File: config.mk
export PLATFORM = sky130hd
export DESIGN_NAME = elgamal_cipher_unit_flat
export DESIGN_NICKNAME = d
export VERILOG_FILES = /design/src/hw/rtl/eg_pkg.sv /design/src/hw/rtl/eg_if.sv /design/src/hw/rtl/eg_modmul.sv /design/src/hw/rtl/eg_datapath.sv /design/src/hw/rtl/eg_ctrl.sv /design/src/hw/rtl/elgamal_cipher_unit.sv /design/src/flat_wrapper.sv
export SDC_FILE = /design/constraint.sdc
export NUM_CORES = 2
export LEC_CHECK = 0
export ABC_AREA = 1
export BUFFER_PORTS_ARGS = -buffer_cell sky130_fd_sc_hd__buf_2
export CAP_MARGIN = 30
export CELL_PAD_IN_SITES_DETAIL_PLACEMENT = 0
export CELL_PAD_IN_SITES_GLOBAL_PLACEMENT = 1
export CORE_MARGIN = 3
export CORE_UTILIZATION = 50
export CTS_BUF_LIST = sky130_fd_sc_hd__clkbuf_8
export CTS_CLUSTER_DIAMETER = 200
export DETAILED_ROUTE_END_ITERATION = 16
export GPL_TIMING_DRIVEN = 0
export PLACE_DENSITY = 0.86
export SETUP_SLACK_MARGIN = 0.1
export SYNTH_ARGS = -nofsm -noshare
export SYNTH_HDL_FRONTEND = slang
export SYNTH_HIERARCHICAL = 1
export SYNTH_SLANG_ARGS = --single-unit
File: constraint.sdc
create_clock -name clk -period 23.4 [get_ports clk]
set_clock_uncertainty 0.2 [all_clocks]
set_input_delay 5.85 -clock clk [delete_from_list [all_inputs] [get_ports clk]]
set_output_delay 5.85 -clock clk [all_outputs]
set_load 0.05 [all_outputs]
File: src/hw/rtl/eg_pkg.sv
package eg_pkg;

  localparam int FIELD_BITS = 32;
  localparam int ADDR_BITS  = 4;

  // Register indexes, byte address is 4 * index.
  localparam logic [1:0] REG_MODULUS     = 2'd0;
  localparam logic [1:0] REG_GENERATOR   = 2'd1;
  localparam logic [1:0] REG_PRIVATE_KEY = 2'd2;

  localparam logic [31:0] RESET_MODULUS     = 32'd23;
  localparam logic [31:0] RESET_GENERATOR   = 32'd5;
  localparam logic [31:0] RESET_PRIVATE_KEY = 32'd1;

  localparam logic OPER_ENCRYPT = 1'b0;
  localparam logic OPER_DECRYPT = 1'b1;

  typedef enum logic [3:0] {
    OP_NONE, OP_LOAD, OP_CLEAR, OP_MUL, OP_POW_INIT, OP_POW_SHIFT, OP_SAVE,
    OP_INV_INIT, OP_DIV, OP_INV_STEP, OP_INV_DONE, OP_PUBLISH
  } dp_op_t;

  typedef enum logic [2:0] {A_ONE, A_PB, A_PACC, A_S, A_T1} asel_t;
  typedef enum logic [2:0] {B_GEN, B_Y, B_EKEY, B_PB, B_MSG, B_CIN, B_Q} bsel_t;
  typedef enum logic [2:0] {D_PB, D_PACC, D_PROD, D_CO, D_PO, D_Y, D_S, D_EKO} dst_t;
  typedef enum logic {E_PRIV, E_K} esel_t;

  typedef struct packed {
    dp_op_t op;
    asel_t  a_sel;
    bsel_t  b_sel;
    dst_t   dst;
    esel_t  e_sel;
  } dp_cmd_t;

  typedef struct packed {
    logic mul_done;
    logic div_done;
    logic pe_lsb;
    logic r1_zero;
    logic p_zero;
    logic is_dec;
  } dp_sts_t;

  typedef struct packed {
    logic                  operation;
    logic [FIELD_BITS-1:0] message;
    logic [FIELD_BITS-1:0] ephemeral_exponent;
    logic [FIELD_BITS-1:0] ephemeral_key_in;
    logic [FIELD_BITS-1:0] cipher_in;
  } item_t;

  typedef struct packed {
    logic [FIELD_BITS-1:0] ephemeral_key_out;
    logic [FIELD_BITS-1:0] cipher_out;
    logic [FIELD_BITS-1:0] plain_out;
    logic                  message_too_large;
  } result_t;

endpackage

File: src/hw/rtl/eg_if.sv
interface eg_in_if;
  logic        valid;
  logic        ready;
  logic        operation;
  logic [31:0] message;
  logic [31:0] ephemeral_exponent;
  logic [31:0] ephemeral_key_in;
  logic [31:0] cipher_in;

  modport source (output valid, operation, message, ephemeral_exponent, ephemeral_key_in,
                  cipher_in, input ready);
  modport sink (input valid, operation, message, ephemeral_exponent, ephemeral_key_in,
                cipher_in, output ready);
endinterface

interface eg_out_if;
  logic        valid;
  logic        ready;
  logic [31:0] ephemeral_key_out;
  logic [31:0] cipher_out;
  logic [31:0] plain_out;
  logic        message_too_large;

  modport source (output valid, ephemeral_key_out, cipher_out, plain_out, message_too_large,
                  input ready);
  modport sink (input valid, ephemeral_key_out, cipher_out, plain_out, message_too_large,
                output ready);
endinterface

File: src/hw/rtl/eg_modmul.sv
module eg_modmul import eg_pkg::*; #(
  parameter int W = 32
) (
  input  logic         clk,
  input  logic         rst,
  input  logic         start,
  input  logic [W-1:0] a,
  input  logic [W-1:0] b,
  input  logic [W-1:0] m,
  output logic         done,
  output logic [W-1:0] prod
);

  localparam int CW = $clog2(W);

  logic          busy;
  logic [CW-1:0] cnt;
  logic [W-1:0]  acc;
  logic [W-1:0]  ma;
  logic [W-1:0]  mb;
  logic [W+1:0]  sum;
  logic [W+1:0]  red1;
  logic [W+1:0]  red2;

  // Operand a is below m and so is acc, so 2*acc + a stays below 3m.
  always_comb begin
    sum  = {1'b0, acc, 1'b0} + (mb[W-1] ? {2'b00, ma} : '0);
    red1 = (sum >= {2'b00, m}) ? sum - {2'b00, m} : sum;
    red2 = (red1 >= {2'b00, m}) ? red1 - {2'b00, m} : red1;
  end

  always_ff @(posedge clk) begin
    if (rst) begin
      busy <= 1'b0;
      done <= 1'b0;
      cnt  <= '0;
    end else begin
      done <= busy && (cnt == '0);
      if (start) begin
        busy <= 1'b1;
        cnt  <= CW'(W - 1);
      end else if (busy) begin
        cnt <= cnt - 1'b1;
        if (cnt == '0) begin
          busy <= 1'b0;
        end
      end
    end
    if (start) begin
      acc <= '0;
      ma  <= a;
      mb  <= b;
    end else if (busy) begin
      acc <= red2[W-1:0];
      mb  <= {mb[W-2:0], 1'b0};
    end
  end

  assign prod = acc;

endmodule

File: src/hw/rtl/eg_datapath.sv
module eg_datapath import eg_pkg::*; #(
  parameter int W = 32
) (
  input  logic         clk,
  input  logic         rst,
  input  dp_cmd_t      cmd,
  output dp_sts_t      sts,
  input  item_t        item,
  input  logic [W-1:0] modulus,
  input  logic [W-1:0] generator,
  input  logic [W-1:0] private_key,
  output result_t      result
);

  localparam int CW = $clog2(W);

  logic [W-1:0] msg, k, ekey, cin;
  logic         op_dec;
  logic [W-1:0] pb, pacc, pe, y, s, eko, co, po;
  logic         big;
  logic [W-1:0] r0, r1, t0, t1, prod;
  logic [W-1:0] one;
  logic [W-1:0] mul_a, mul_b, mul_prod;
  logic         mul_start, mul_done;
  dst_t         mul_dst;
  logic [W-1:0] t_next;

  logic          dv_busy, dv_done;
  logic [CW-1:0] dv_cnt;
  logic [W:0]    dv_rem;
  logic [W-1:0]  dv_q;
  logic [W:0]    dv_rem2;
  logic          dv_ge;

  assign one = (modulus == W'(1)) ? '0 : W'(1);

  always_comb begin
    case (cmd.a_sel)
      A_ONE:   mul_a = one;
      A_PB:    mul_a = pb;
      A_PACC:  mul_a = pacc;
      A_S:     mul_a = s;
      A_T1:    mul_a = t1;
      default: mul_a = one;
    endcase
    case (cmd.b_sel)
      B_GEN:   mul_b = generator;
      B_Y:     mul_b = y;
      B_EKEY:  mul_b = ekey;
      B_PB:    mul_b = pb;
      B_MSG:   mul_b = msg;
      B_CIN:   mul_b = cin;
      B_Q:     mul_b = dv_q;
      default: mul_b = generator;
    endcase
  end

  assign mul_start = (cmd.op == OP_MUL);

  eg_modmul #(.W(W)) u_modmul (
    .clk   (clk),
    .rst   (rst),
    .start (mul_start),
    .a     (mul_a),
    .b     (mul_b),
    .m     (modulus),
    .done  (mul_done),
    .prod  (mul_prod)
  );

  // Restoring divider for the Euclid quotient r0 / r1.
  always_comb begin
    dv_rem2 = {dv_rem[W-1:0], dv_q[W-1]};
    dv_ge   = (dv_rem2 >= {1'b0, r1});
  end

  // (t0 - prod) mod m, both operands already reduced.
  assign t_next = t0 - prod + ((t0 < prod) ? modulus : '0);

  always_ff @(posedge clk) begin
    if (rst) begin
      dv_busy <= 1'b0;
      dv_done <= 1'b0;
      dv_cnt  <= '0;
    end else begin
      dv_done <= dv_busy && (dv_cnt == '0);
      if (cmd.op == OP_DIV) begin
        dv_busy <= 1'b1;
        dv_cnt  <= CW'(W - 1);
      end else if (dv_busy) begin
        dv_cnt <= dv_cnt - 1'b1;
        if (dv_cnt == '0) begin
          dv_busy <= 1'b0;
        end
      end
    end
    if (cmd.op == OP_DIV) begin
      dv_rem <= '0;
      dv_q   <= r0;
    end else if (dv_busy) begin
      dv_rem <= dv_ge ? dv_rem2 - {1'b0, r1} : dv_rem2;
      dv_q   <= {dv_q[W-2:0], dv_ge};
    end
  end

  always_ff @(posedge clk) begin
    if (mul_start) begin
      mul_dst <= cmd.dst;
    end
    if (mul_done) begin
      case (mul_dst)
        D_PB:    pb   <= mul_prod;
        D_PACC:  pacc <= mul_prod;
        D_PROD:  prod <= mul_prod;
        D_CO:    co   <= mul_prod;
        D_PO:    po   <= mul_prod;
        D_Y:     y    <= mul_prod;
        D_S:     s    <= mul_prod;
        D_EKO:   eko  <= mul_prod;
        default: prod <= mul_prod;
      endcase
    end
    case (cmd.op)
      OP_LOAD: begin
        op_dec <= item.operation;
        msg    <= item.message[W-1:0];
        k      <= item.ephemeral_exponent[W-1:0];
        ekey   <= item.ephemeral_key_in[W-1:0];
        cin    <= item.cipher_in[W-1:0];
      end
      OP_CLEAR: begin
        eko <= '0;
        co  <= '0;
        po  <= '0;
        big <= (op_dec == OPER_ENCRYPT) && (msg >= modulus);
      end
      OP_POW_INIT: begin
        pacc <= one;
        pe   <= (cmd.e_sel == E_K) ? k : private_key;
      end
      OP_POW_SHIFT: pe <= pe >> 1;
      OP_SAVE: begin
        case (cmd.dst)
          D_Y:     y   <= pacc;
          D_S:     s   <= pacc;
          D_EKO:   eko <= pacc;
          default: s   <= pacc;
        endcase
      end
      OP_INV_INIT: begin
        r0 <= modulus;
        r1 <= s;
        t0 <= '0;
        t1 <= one;
      end
      OP_INV_STEP: begin
        r0 <= r1;
        r1 <= dv_rem[W-1:0];
        t0 <= t1;
        t1 <= t_next;
      end
      OP_INV_DONE: pacc <= (r0 == W'(1)) ? t0 : one;
      OP_PUBLISH: begin
        result.ephemeral_key_out <= FIELD_BITS'(eko);
        result.cipher_out        <= FIELD_BITS'(co);
        result.plain_out         <= FIELD_BITS'(po);
        result.message_too_large <= big;
      end
      default: ;
    endcase
  end

  always_comb begin
    sts.mul_done = mul_done;
    sts.div_done = dv_done;
    sts.pe_lsb   = pe[0];
    sts.r1_zero  = (r1 == '0);
    sts.p_zero   = (modulus == '0);
    sts.is_dec   = (op_dec == OPER_DECRYPT);
  end

endmodule

File: src/hw/rtl/eg_ctrl.sv
module eg_ctrl import eg_pkg::*; #(
  parameter int W = 32
) (
  input  logic    clk,
  input  logic    rst,
  input  logic    in_valid,
  output logic    in_ready,
  output logic    out_valid,
  input  logic    out_ready,
  input  dp_sts_t sts,
  output dp_cmd_t cmd
);

  localparam int CW = $clog2(W);

  typedef enum logic [4:0] {
    S_IDLE, S_CLEAR, S_POW_LOAD_GO, S_POW_LOAD_WAIT, S_POW_INIT, S_POW_BIT,
    S_POW_ACC_WAIT, S_POW_SQR_GO, S_POW_SQR_WAIT, S_POW_SHIFT, S_POW_RET,
    S_ENC_GO, S_ENC_WAIT, S_INV_INIT, S_INV_CHECK, S_DIV_GO, S_DIV_WAIT,
    S_IMUL_GO, S_IMUL_WAIT, S_INV_STEP, S_INV_DONE, S_DEC_GO, S_DEC_WAIT,
    S_PUBLISH
  } state_t;

  // Which exponentiation the shared power loop is running.
  typedef enum logic [1:0] {P_Y, P_SE, P_EKO, P_SD} pow_t;

  state_t        state;
  pow_t          pow_id;
  logic [CW-1:0] bit_cnt;
  bsel_t         pow_base;
  esel_t         pow_exp;
  dst_t          pow_dst;
  logic          publish;

  always_comb begin
    case (pow_id)
      P_Y:     begin pow_base = B_GEN;  pow_exp = E_PRIV; pow_dst = D_Y;   end
      P_SE:    begin pow_base = B_Y;    pow_exp = E_K;    pow_dst = D_S;   end
      P_EKO:   begin pow_base = B_GEN;  pow_exp = E_K;    pow_dst = D_EKO; end
      P_SD:    begin pow_base = B_EKEY; pow_exp = E_PRIV; pow_dst = D_S;   end
      default: begin pow_base = B_GEN;  pow_exp = E_PRIV; pow_dst = D_Y;   end
    endcase
  end

  assign publish  = (state == S_PUBLISH) && (!out_valid || out_ready);
  assign in_ready = (state == S_IDLE);

  always_comb begin
    cmd.op    = OP_NONE;
    cmd.a_sel = A_ONE;
    cmd.b_sel = B_GEN;
    cmd.dst   = D_PB;
    cmd.e_sel = pow_exp;
    case (state)
      S_IDLE:        if (in_valid) cmd.op = OP_LOAD;
      S_CLEAR:       cmd.op = OP_CLEAR;
      S_POW_LOAD_GO: begin
        cmd.op = OP_MUL; cmd.a_sel = A_ONE; cmd.b_sel = pow_base; cmd.dst = D_PB;
      end
      S_POW_INIT:    cmd.op = OP_POW_INIT;
      S_POW_BIT: begin
        if (sts.pe_lsb) begin
          cmd.op = OP_MUL; cmd.a_sel = A_PACC; cmd.b_sel = B_PB; cmd.dst = D_PACC;
        end
      end
      S_POW_SQR_GO: begin
        cmd.op = OP_MUL; cmd.a_sel = A_PB; cmd.b_sel = B_PB; cmd.dst = D_PB;
      end
      S_POW_SHIFT:   cmd.op = OP_POW_SHIFT;
      S_POW_RET: begin
        cmd.op = OP_SAVE; cmd.dst = pow_dst;
      end
      S_ENC_GO: begin
        cmd.op = OP_MUL; cmd.a_sel = A_S; cmd.b_sel = B_MSG; cmd.dst = D_CO;
      end
      S_INV_INIT:    cmd.op = OP_INV_INIT;
      S_DIV_GO:      cmd.op = OP_DIV;
      S_IMUL_GO: begin
        cmd.op = OP_MUL; cmd.a_sel = A_T1; cmd.b_sel = B_Q; cmd.dst = D_PROD;
      end
      S_INV_STEP:    cmd.op = OP_INV_STEP;
      S_INV_DONE:    cmd.op = OP_INV_DONE;
      S_DEC_GO: begin
        cmd.op = OP_MUL; cmd.a_sel = A_PACC; cmd.b_sel = B_CIN; cmd.dst = D_PO;
      end
      S_PUBLISH:     if (publish) cmd.op = OP_PUBLISH;
      default:       cmd.op = OP_NONE;
    endcase
  end

  always_ff @(posedge clk) begin
    if (rst) begin
      state     <= S_IDLE;
      pow_id    <= P_Y;
      bit_cnt   <= '0;
      out_valid <= 1'b0;
    end else begin
      if (publish) begin
        out_valid <= 1'b1;
      end else if (out_ready) begin
        out_valid <= 1'b0;
      end
      case (state)
        S_IDLE: if (in_valid) state <= S_CLEAR;
        S_CLEAR: begin
          if (sts.p_zero) begin
            state <= S_PUBLISH;
          end else begin
            pow_id <= sts.is_dec ? P_SD : P_Y;
            state  <= S_POW_LOAD_GO;
          end
        end
        S_POW_LOAD_GO:   state <= S_POW_LOAD_WAIT;
        S_POW_LOAD_WAIT: if (sts.mul_done) state <= S_POW_INIT;
        S_POW_INIT: begin
          bit_cnt <= '0;
          state   <= S_POW_BIT;
        end
        S_POW_BIT:      state <= sts.pe_lsb ? S_POW_ACC_WAIT : S_POW_SQR_GO;
        S_POW_ACC_WAIT: if (sts.mul_done) state <= S_POW_SQR_GO;
        S_POW_SQR_GO:   state <= S_POW_SQR_WAIT;
        S_POW_SQR_WAIT: if (sts.mul_done) state <= S_POW_SHIFT;
        S_POW_SHIFT: begin
          bit_cnt <= bit_cnt + 1'b1;
          state   <= (bit_cnt == CW'(W - 1)) ? S_POW_RET : S_POW_BIT;
        end
        S_POW_RET: begin
          case (pow_id)
            P_Y:     begin pow_id <= P_SE;  state <= S_POW_LOAD_GO; end
            P_SE:    begin pow_id <= P_EKO; state <= S_POW_LOAD_GO; end
            P_EKO:   state <= S_ENC_GO;
            P_SD:    state <= S_INV_INIT;
            default: state <= S_IDLE;
          endcase
        end
        S_ENC_GO:    state <= S_ENC_WAIT;
        S_ENC_WAIT:  if (sts.mul_done) state <= S_PUBLISH;
        S_INV_INIT:  state <= S_INV_CHECK;
        S_INV_CHECK: state <= sts.r1_zero ? S_INV_DONE : S_DIV_GO;
        S_DIV_GO:    state <= S_DIV_WAIT;
        S_DIV_WAIT:  if (sts.div_done) state <= S_IMUL_GO;
        S_IMUL_GO:   state <= S_IMUL_WAIT;
        S_IMUL_WAIT: if (sts.mul_done) state <= S_INV_STEP;
        S_INV_STEP:  state <= S_INV_CHECK;
        S_INV_DONE:  state <= S_DEC_GO;
        S_DEC_GO:    state <= S_DEC_WAIT;
        S_DEC_WAIT:  if (sts.mul_done) state <= S_PUBLISH;
        S_PUBLISH:   if (publish) state <= S_IDLE;
        default:     state <= S_IDLE;
      endcase
    end
  end

endmodule

File: src/hw/rtl/elgamal_cipher_unit.sv
// At WORD_BITS = 32, encrypt runs three 32-bit exponentiations.
// Decrypt runs one exponentiation plus up to ~46 Euclid rounds.
// Each exponentiation is paced by the single bit-serial modular
// multiplier; a zero modulus skips straight to the result. One item is worked at a time and
// the next one is accepted as soon as the result sits in the output register.
// Reset: synchronous; registers return to modulus 23, generator 5, private key 1.
module elgamal_cipher_unit import eg_pkg::*; #(
  parameter int WORD_BITS = 32
) (
  input  logic                 clk,
  input  logic                 rst,
  eg_in_if.sink                in_ch,
  eg_out_if.source             out_ch,
  input  logic                 psel,
  input  logic                 penable,
  input  logic                 pwrite,
  input  logic [ADDR_BITS-1:0] paddr,
  input  logic [31:0]          pwdata,
  output logic [31:0]          prdata,
  output logic                 pready
);

  // Configuration registers, held at WORD_BITS; upper data bits are dropped.
  logic [WORD_BITS-1:0] modulus;
  logic [WORD_BITS-1:0] generator;
  logic [WORD_BITS-1:0] private_key;
  logic [1:0]           reg_idx;
  logic                 cfg_write;

  dp_cmd_t cmd;
  dp_sts_t sts;
  item_t   item;
  result_t result;

  assign pready    = 1'b1;
  assign reg_idx   = paddr[3:2];
  assign cfg_write = psel && penable && pwrite;

  always_ff @(posedge clk) begin
    if (rst) begin
      modulus     <= WORD_BITS'(RESET_MODULUS);
      generator   <= WORD_BITS'(RESET_GENERATOR);
      private_key <= WORD_BITS'(RESET_PRIVATE_KEY);
    end else if (cfg_write) begin
      case (reg_idx)
        REG_MODULUS:     modulus     <= pwdata[WORD_BITS-1:0];
        REG_GENERATOR:   generator   <= pwdata[WORD_BITS-1:0];
        REG_PRIVATE_KEY: private_key <= pwdata[WORD_BITS-1:0];
        default: ;
      endcase
    end
  end

  always_comb begin
    case (reg_idx)
      REG_MODULUS:     prdata = 32'(modulus);
      REG_GENERATOR:   prdata = 32'(generator);
      REG_PRIVATE_KEY: prdata = 32'(private_key);
      default:         prdata = '0;
    endcase
  end

  // The input transaction is captured into the datapath when the controller is idle.
  always_comb begin
    item.operation          = in_ch.operation;
    item.message            = in_ch.message;
    item.ephemeral_exponent = in_ch.ephemeral_exponent;
    item.ephemeral_key_in   = in_ch.ephemeral_key_in;
    item.cipher_in          = in_ch.cipher_in;
  end

  eg_ctrl #(.W(WORD_BITS)) u_ctrl (
    .clk       (clk),
    .rst       (rst),
    .in_valid  (in_ch.valid),
    .in_ready  (in_ch.ready),
    .out_valid (out_ch.valid),
    .out_ready (out_ch.ready),
    .sts       (sts),
    .cmd       (cmd)
  );

  eg_datapath #(.W(WORD_BITS)) u_datapath (
    .clk         (clk),
    .rst         (rst),
    .cmd         (cmd),
    .sts         (sts),
    .item        (item),
    .modulus     (modulus),
    .generator   (generator),
    .private_key (private_key),
    .result      (result)
  );

  // The output register holds the finished transaction until the sink takes it.
  assign out_ch.ephemeral_key_out = result.ephemeral_key_out;
  assign out_ch.cipher_out        = result.cipher_out;
  assign out_ch.plain_out         = result.plain_out;
  assign out_ch.message_too_large = result.message_too_large;

`ifndef SYNTHESIS
  // Once a transaction is taken, the unit is not ready again in the next cycle.
  a_busy_after_accept: assert property (@(posedge clk) disable iff (rst)
    (in_ch.valid && in_ch.ready) |=> !in_ch.ready)
    else $error("input accepted again right after a transaction");

  // Loading the output register always presents a result.
  a_publish_valid: assert property (@(posedge clk) disable iff (rst)
    (cmd.op == OP_PUBLISH) |=> out_ch.valid)
    else $error("published result not presented");

  // The oversize flag only comes from an encrypt, which leaves plain_out at zero.
  a_flag_encrypt_only: assert property (@(posedge clk) disable iff (rst)
    (out_ch.valid && out_ch.message_too_large) |-> (out_ch.plain_out == '0))
    else $error("oversize flag on a decrypt result");
`endif

endmodule
File: src/flat_wrapper.sv
// flat-port wrapper written by rule: the top's interface ports become plain ports
module elgamal_cipher_unit_flat import eg_pkg::*;
#(
  parameter int WORD_BITS = 32
)
  (clk, rst, psel, penable, pwrite, paddr, pwdata, prdata, pready, in_ch_valid, in_ch_operation, in_ch_message, in_ch_ephemeral_exponent, in_ch_ephemeral_key_in, in_ch_cipher_in, in_ch_ready, out_ch_valid, out_ch_ephemeral_key_out, out_ch_cipher_out, out_ch_plain_out, out_ch_message_too_large, out_ch_ready);
  eg_in_if in_ch_i ();
  eg_out_if out_ch_i ();
  input  logic clk;
  input  logic rst;
  input  logic psel;
  input  logic penable;
  input  logic pwrite;
  input  logic [ADDR_BITS-1:0] paddr;
  input  logic [31:0] pwdata;
  output logic [31:0] prdata;
  output logic pready;
  input wire logic [$bits(in_ch_i.valid)-1:0] in_ch_valid;
  input wire logic [$bits(in_ch_i.operation)-1:0] in_ch_operation;
  input wire logic [$bits(in_ch_i.message)-1:0] in_ch_message;
  input wire logic [$bits(in_ch_i.ephemeral_exponent)-1:0] in_ch_ephemeral_exponent;
  input wire logic [$bits(in_ch_i.ephemeral_key_in)-1:0] in_ch_ephemeral_key_in;
  input wire logic [$bits(in_ch_i.cipher_in)-1:0] in_ch_cipher_in;
  output wire logic [$bits(in_ch_i.ready)-1:0] in_ch_ready;
  output wire logic [$bits(out_ch_i.valid)-1:0] out_ch_valid;
  output wire logic [$bits(out_ch_i.ephemeral_key_out)-1:0] out_ch_ephemeral_key_out;
  output wire logic [$bits(out_ch_i.cipher_out)-1:0] out_ch_cipher_out;
  output wire logic [$bits(out_ch_i.plain_out)-1:0] out_ch_plain_out;
  output wire logic [$bits(out_ch_i.message_too_large)-1:0] out_ch_message_too_large;
  input wire logic [$bits(out_ch_i.ready)-1:0] out_ch_ready;
  assign in_ch_i.valid = in_ch_valid;
  assign in_ch_i.operation = in_ch_operation;
  assign in_ch_i.message = in_ch_message;
  assign in_ch_i.ephemeral_exponent = in_ch_ephemeral_exponent;
  assign in_ch_i.ephemeral_key_in = in_ch_ephemeral_key_in;
  assign in_ch_i.cipher_in = in_ch_cipher_in;
  assign in_ch_ready = in_ch_i.ready;
  assign out_ch_valid = out_ch_i.valid;
  assign out_ch_ephemeral_key_out = out_ch_i.ephemeral_key_out;
  assign out_ch_cipher_out = out_ch_i.cipher_out;
  assign out_ch_plain_out = out_ch_i.plain_out;
  assign out_ch_message_too_large = out_ch_i.message_too_large;
  assign out_ch_i.ready = out_ch_ready;
  elgamal_cipher_unit #(.WORD_BITS(WORD_BITS)) u_core (.clk(clk), .rst(rst), .in_ch(in_ch_i), .out_ch(out_ch_i), .psel(psel), .penable(penable), .pwrite(pwrite), .paddr(paddr), .pwdata(pwdata), .prdata(prdata), .pready(pready));
endmodule
### Word level (Yosys, flattened, before mapping)

Cells that the tools add are included.

| operators by class | value |
|---|---|
| add/subtract/negate cells | 9 |
| order comparisons | 5 |
| eq/ne operators | 71 |
| muxes and demuxes | 75 |
| bitwise gates (word level) | 1 |
| reduce and logical (&&, ||, !) cells | 44 |

Operators by type and width:

| kind | number |
|---|---|
| 32-bit two-way mux | 23 |
| 32-bit case mux with 2 select lines | 7 |
| 32-bit case mux with 6 select lines | 1 |
| 32-bit case mux with 4 select lines | 1 |
| 5-bit case mux with 22 select lines | 1 |
| 32-bit case mux with 3 select lines | 1 |
| 32-bit subtractor | 3 |
| 5-bit two-way mux | 14 |
| 34-bit by 32-bit greater-or-equal comparator with 1-bit output | 2 |
| 32-bit by 1-bit equality test with 1-bit output (second input constant) | 2 |
| 32-bit logical NOT | 2 |
| 4-bit case mux with 12 select lines | 1 |
| 5-bit equality test (second input constant) | 9 |
| 5-bit by 4-bit equality test with 1-bit output (second input constant) | 8 |
| 6-bit case mux with 6 select lines | 1 |
| 33-bit by 32-bit adder with 34-bit output | 1 |
| 34-bit two-way mux | 1 |
| 34-bit by 32-bit subtractor with 34-bit output | 1 |
| 33-bit by 32-bit greater-or-equal comparator with 1-bit output | 1 |
| 32-bit adder | 1 |
| 32-bit greater-or-equal comparator | 1 |
| 32-bit less-than comparator | 1 |
| 3-bit equality test (second input constant) | 10 |
| 5-bit by 3-bit equality test with 1-bit output (second input constant) | 4 |
| other kinds (39) | 108 |

| word-level totals | value |
|---|---|
| register bits after elaboration | 929 |
| output and inout port bits | 132 |
| word-level logic and storage cells | 247 |

### Longest topological paths before layout

| depth | value |
|---|---|
| depth in word-level cells | 8 |
| mapped depth | 49 |
| mapped depth without buffers | 47 |

### Cells and area by module

Netlist, hierarchy kept.

Modules (own cells, without submodules):

| module | times used | cells an instance | area each (µm²) | sequential area each (µm²) |
|---|---|---|---|---|
| eg_datapath | 1 | 3768 | 35560.4 | 19538.7 |
| eg_modmul | 1 | 1641 | 10591.4 | 2702.6 |
| elgamal_cipher_unit | 1 | 698 | 4390.5 | 1921.8 |
| eg_ctrl | 1 | 244 | 1418.9 | 260.2 |

### Worst setup path after synthesis

Ideal clock, no wire load.

| timing | value |
|---|---|
| path kind | input-to-reg |
| from | input out_ch_ready |
| to | register u_core.u_datapath.r0[0] (enable) |
| arrival time | 15.375 ns |
| data required time | 22.408 ns |
| slack | 7.033 ns |
| stages on the path | 5 |
| buffers on the path | 0 |
| path through | nor2_1 -> o2111ai_1 -> nor2_1 -> inv_1 -> o21ai_0 |

RTL lines:

| item | RTL line | source |
|---|---|---|
| start, declared | flat_wrapper.sv:30 | `input wire logic [$bits(out_ch_i.ready)-1:0] out_ch_ready;` |
| end signal, assigned | eg_datapath.sv:151 | `r0 <= modulus;` |
| end signal, assigned | eg_datapath.sv:157 | `r0 <= r1;` |
| end, declared | eg_datapath.sv:21 | `logic [W-1:0] r0, r1, t0, t1, prod;` |

### Worst setup path in the final report

| timing | value |
|---|---|
| from | input paddr[2] |
| to | output prdata[22] |

| on the way | value |
|---|---|
| word-level cells in the longest chain between the ends | 2 |

Ends and longest elaborated chain:

| item | RTL line | source |
|---|---|---|
| start, declared | flat_wrapper.sv:14 | `input logic [ADDR_BITS-1:0] paddr;` |
| 2-bit equality test (tied with other cells) | elgamal_cipher_unit.sv:55 | `case (reg_idx)` |
| 32-bit case mux with 3 select lines * | elgamal_cipher_unit.sv:55 |  |
| end, declared | flat_wrapper.sv:16 | `output logic [31:0] prdata;` |

Mark *: on every way between the ends. The rest lies on a longest branch, timed or not.

==> results by group <==
Status
  – Outcome: complete, no violations

Synth
  – Syn Area/Cell: 8.18 sq um
  – EDFF count, synth: 582
  – Cells after synthesis: 6351
  – Synth Area in Adders: 0.0698
  – Async SR Flop Fraction: 0
  – Sequential share of the synthesized area: 0.470
  – Synth area leaders: edfxtp_1 34%, dfxtp_1 13%, nand2_1 11%, inv_1 6.4%, ha_1 5.6%
  – Post-Syn Nets: 6792
  – Yosys cell types: 66
  – Yosys reg bits: 929
  – Cell area after synthesis: 52000 sq um
  – Synthesis Warnings: 6
  – Synth Area in Compound Gates: 0.135
  – Mux cell area share after synthesis: 0
  – Share of the synthesized area in the top cell type: 0.336
  – Xor/xnor share of the synthesized area: 0.0158
  – Synth Area in Simple Gates: 0.221
  – Primary FF master, synth: edfxtp_1
  – Largest family of logic cells by synthesized area: simple AND/OR/NAND/NOR gates
  – Post-synth top area cell: edfxtp_1

Critical path
  – Worst R2R End: u_core/u_datapath/u_modmul/prod[29]
  – Crit-path slowest cell: clkbuf_1
  – CP required: 17350 ps
  – Setup crit end: prdata[22]
  – Worst setup SP type: input pin
  – Critical path type: input pin to primary output
  – Critical path origin: paddr[2]
  – CP dominant cell by count: buf_2
  – Crit Path Max Fanout: 10
  – Crit Reg-Reg Startpoint: u_core/u_datapath/u_modmul/mb[31]
  – Reg2Reg Depth: 42
  – CP endpoint kind: primary output
  – Worst path cell trace: buf_2 > inv_2 > nor2_2 > clkbuf_1 > nand2_1 > nand3_1 > buf_2
  – CP peak stage delay: 590 ps
  – Crit path DAT: 7620 ps
  – Setup slack, reg-to-reg: 14350 ps

Clock network
  – Root Driver: clkbuf_8
  – Total CTS buffers: 158
  – CTS Hold Bufs: 0
  – CTS tree: done
  – Post-cts sizing count: 0
  – Htree depth: 4
  – Worst skew pair latency: 870 ps
  – Post-CTS setup buffer count: 0
  – Clk slew on worst S/H paths: 60 ps
  – Number of clock sinks: 929
  – Clock Path Buffers: 3

Finish
  – Area Overhead vs Synth: 13.3%
  – Most frequent cells in the layout: 1491 x nand2_1, 951 x inv_1, 582 x edfxtp_1
  – Largest reg by FF count: u_core/u_datapath/result
  – Commonest non-fill, non-tap cell in the layout: nand2_1
  – Final nets: 7272
  – Share of cells above drive strength 1: 0.105
  – Max reg flops: 97
  – Non-Filler Instances: 8339
  – Fillers: 9710

Detailed routing
  – DRT Wirelength: 212 mm
  – Wire length per cell: 25.4 microns
  – Routed Antenna Nets: 0
  – Via count: 48400
  – Initial DRC count: 6218
  – Avg Vias per Cell: 5.80
  – Remaining DRCs: 0
  – DRT Pass-1 Iters: 6

STA
  – Max Fclk: 73.1 MHz
  – Max Slew Vio Count: 0
  – Setup TNS Final: 0 ps
  – Fin crit period: 13670 ps
  – RSZ-0062 raised after global routing: false
  – # setup viols final: 0
  – Slew headroom: 0.245
  – Final period utilization: 0.584
  – Final Hold Viols: 0
  – Worst hold slack: 226 ps
  – Worst slew pin tran: 1130 ps

Floorplanning
  – Die Area: 108000 sq um
  – Initial Util: 0.507
  – FP Rows: 117
  – DIE WIDTH: 328 microns
  – Core area: 102000 sq um
  – # IOs: 304
  – Die Span Y: 328 microns

Pwr
  – Logic gate share of total power: 0.549
  – Sequential share of power: 0.275
  – Int Pwr: 4430 uW
  – Sw Ratio: 0.479
  – Clock share of power: 0.176
  – VDD IR max: 0.291 mV
  – Pwr per Cell Area: 144 nW/um^2
  – Static Leak: 0.0266 uW
  – NetSw: 4070 uW

Global routing
  – First-pass GRT wire length: 299 mm
  – Largest net degree at the start of global routing: 37
  – Vias in the first global route: 44900
  – GR Overflow Total: 0
  – Gr usage total: 0.382
  – Initial antenna violation count: 19

Placed design
  – Placed Cells: 8037
  – Placer Congestion: 1.04
  – Port-buffer cells: 300
  – DP HPWL: 169 mm

Worst hold path
  – Worst min path class: register to register

Run
  – Max-Cap Viols: 0
[synth_stat cells, drive strengths merged (2+ instances only)]
cell and n:
buf 92, xnor2 50, o211ai 73, nor4 29
o22ai 128, clkinv 4, nor3 48, o21bai 23
a21oi 323, fa 35, edfxtp 582, dfxtp 347
nor2 558, a221oi 5, o2111ai 33, xor2 44
clkbuf 172, or2 6, o21ai 402, nand4 48
a32o 31, o221ai 2, nand3 498, inv 908
ha 234, and2 5, a31oi 45, nand3b 9
a211oi 3, a21boi 7, a21o 22, a2111o 29
nand2 1512, and3 2, o21a 31, o31ai 2
[how the worst min path moves through the flow]
stage / from / end / slack, ps / cells past startpoint
after floorplan: u_core/u_datapath/big / u_core/u_datapath/result[0] / 200 / 0
after global placement: u_core/u_datapath/eko[10] / u_core/u_datapath/result[75] / 210 / 0
after detailed placement: u_core/u_datapath/eko[0] / u_core/u_datapath/result[65] / 210 / 0
after CTS: u_core/u_datapath/eko[0] / u_core/u_datapath/result[65] / 220 / 0
after global routing: u_core/u_datapath/eko[0] / u_core/u_datapath/result[65] / 230 / 0
final: u_core/u_datapath/eko[0] / u_core/u_datapath/result[65] / 230 / 0
[worst max-delay path: cells and delay by family]
| kind | cells | cell delay, ps |
|---|---|---|
| buffers and inverters | 4 | 1090 |
| AND/OR/NAND/NOR | 3 | 670 |
[power groups by stage]
stage               Sequential, uW  Clock (uW)  Combinational [uW]
floorplan                     2250           0                3280
global placement              2410           0                4520
detailed placement            2360           0                4590
CTS                           2330        1510                4610
global route                  2350        1590                5200
finish                        2340        1500                4670
[cell type report]
class / count / area (sq um) / share of cell area
Sequential cell: 929 / 24400 / 0.415
Multi-Input combinational cell: 4246 / 23000 / 0.390
Inverter: 912 / 3430 / 0.0582
Clock buffer: 171 / 2350 / 0.0400
Timing Repair Buffer: 320 / 1940 / 0.0329
Tap cell: 1368 / 1710 / 0.0291
Buffer: 264 / 1170 / 0.0199
Clock inverter: 121 / 842 / 0.0143
Antenna cell: 8 / 20.0 / 0.000340
[stage by stage]
step,util,setup WS (ps),total power (uW),area (sq um)
2_1_floorplan,-,7030,5520,52000
3_3_place_gp,0.538,1310,6930,55200
3_5_place_dp,0.543,9800,6940,55600
4_1_cts,0.574,9790,8450,58800
5_1_grt,0.574,9710,9130,58900
6_report,0.575,9730,8510,58900
[layer usage]
metal / up-vias / wire length (microns) / global-route usage / part of all wire
met5: - / 138 / 0 / 0.00065
met2: 2797 / 90300 / 0.565 / 0.43
li1: 22300 / - / - / -
met3: 480 / 25000 / 0.105 / 0.12
met4: 22 / 11500 / 0.190 / 0.054
met1: 22800 / 84700 / 0.517 / 0.40
[cells by family (layout without fill, tap and decap cells)]
kind of cell | after synthesis | after routing
xor gates and xnor gates | 94 | 94
DFF | 929 | 929
AOI/OAI and AO/OA | 1166 | 1166
adders and majority gates | 269 | 269
buffers and inverters | 1176 | 1788
other | 1 | 9
and+or+nand+nor | 2716 | 2716
Note: power is estimated with default switching activity, not from simulation.
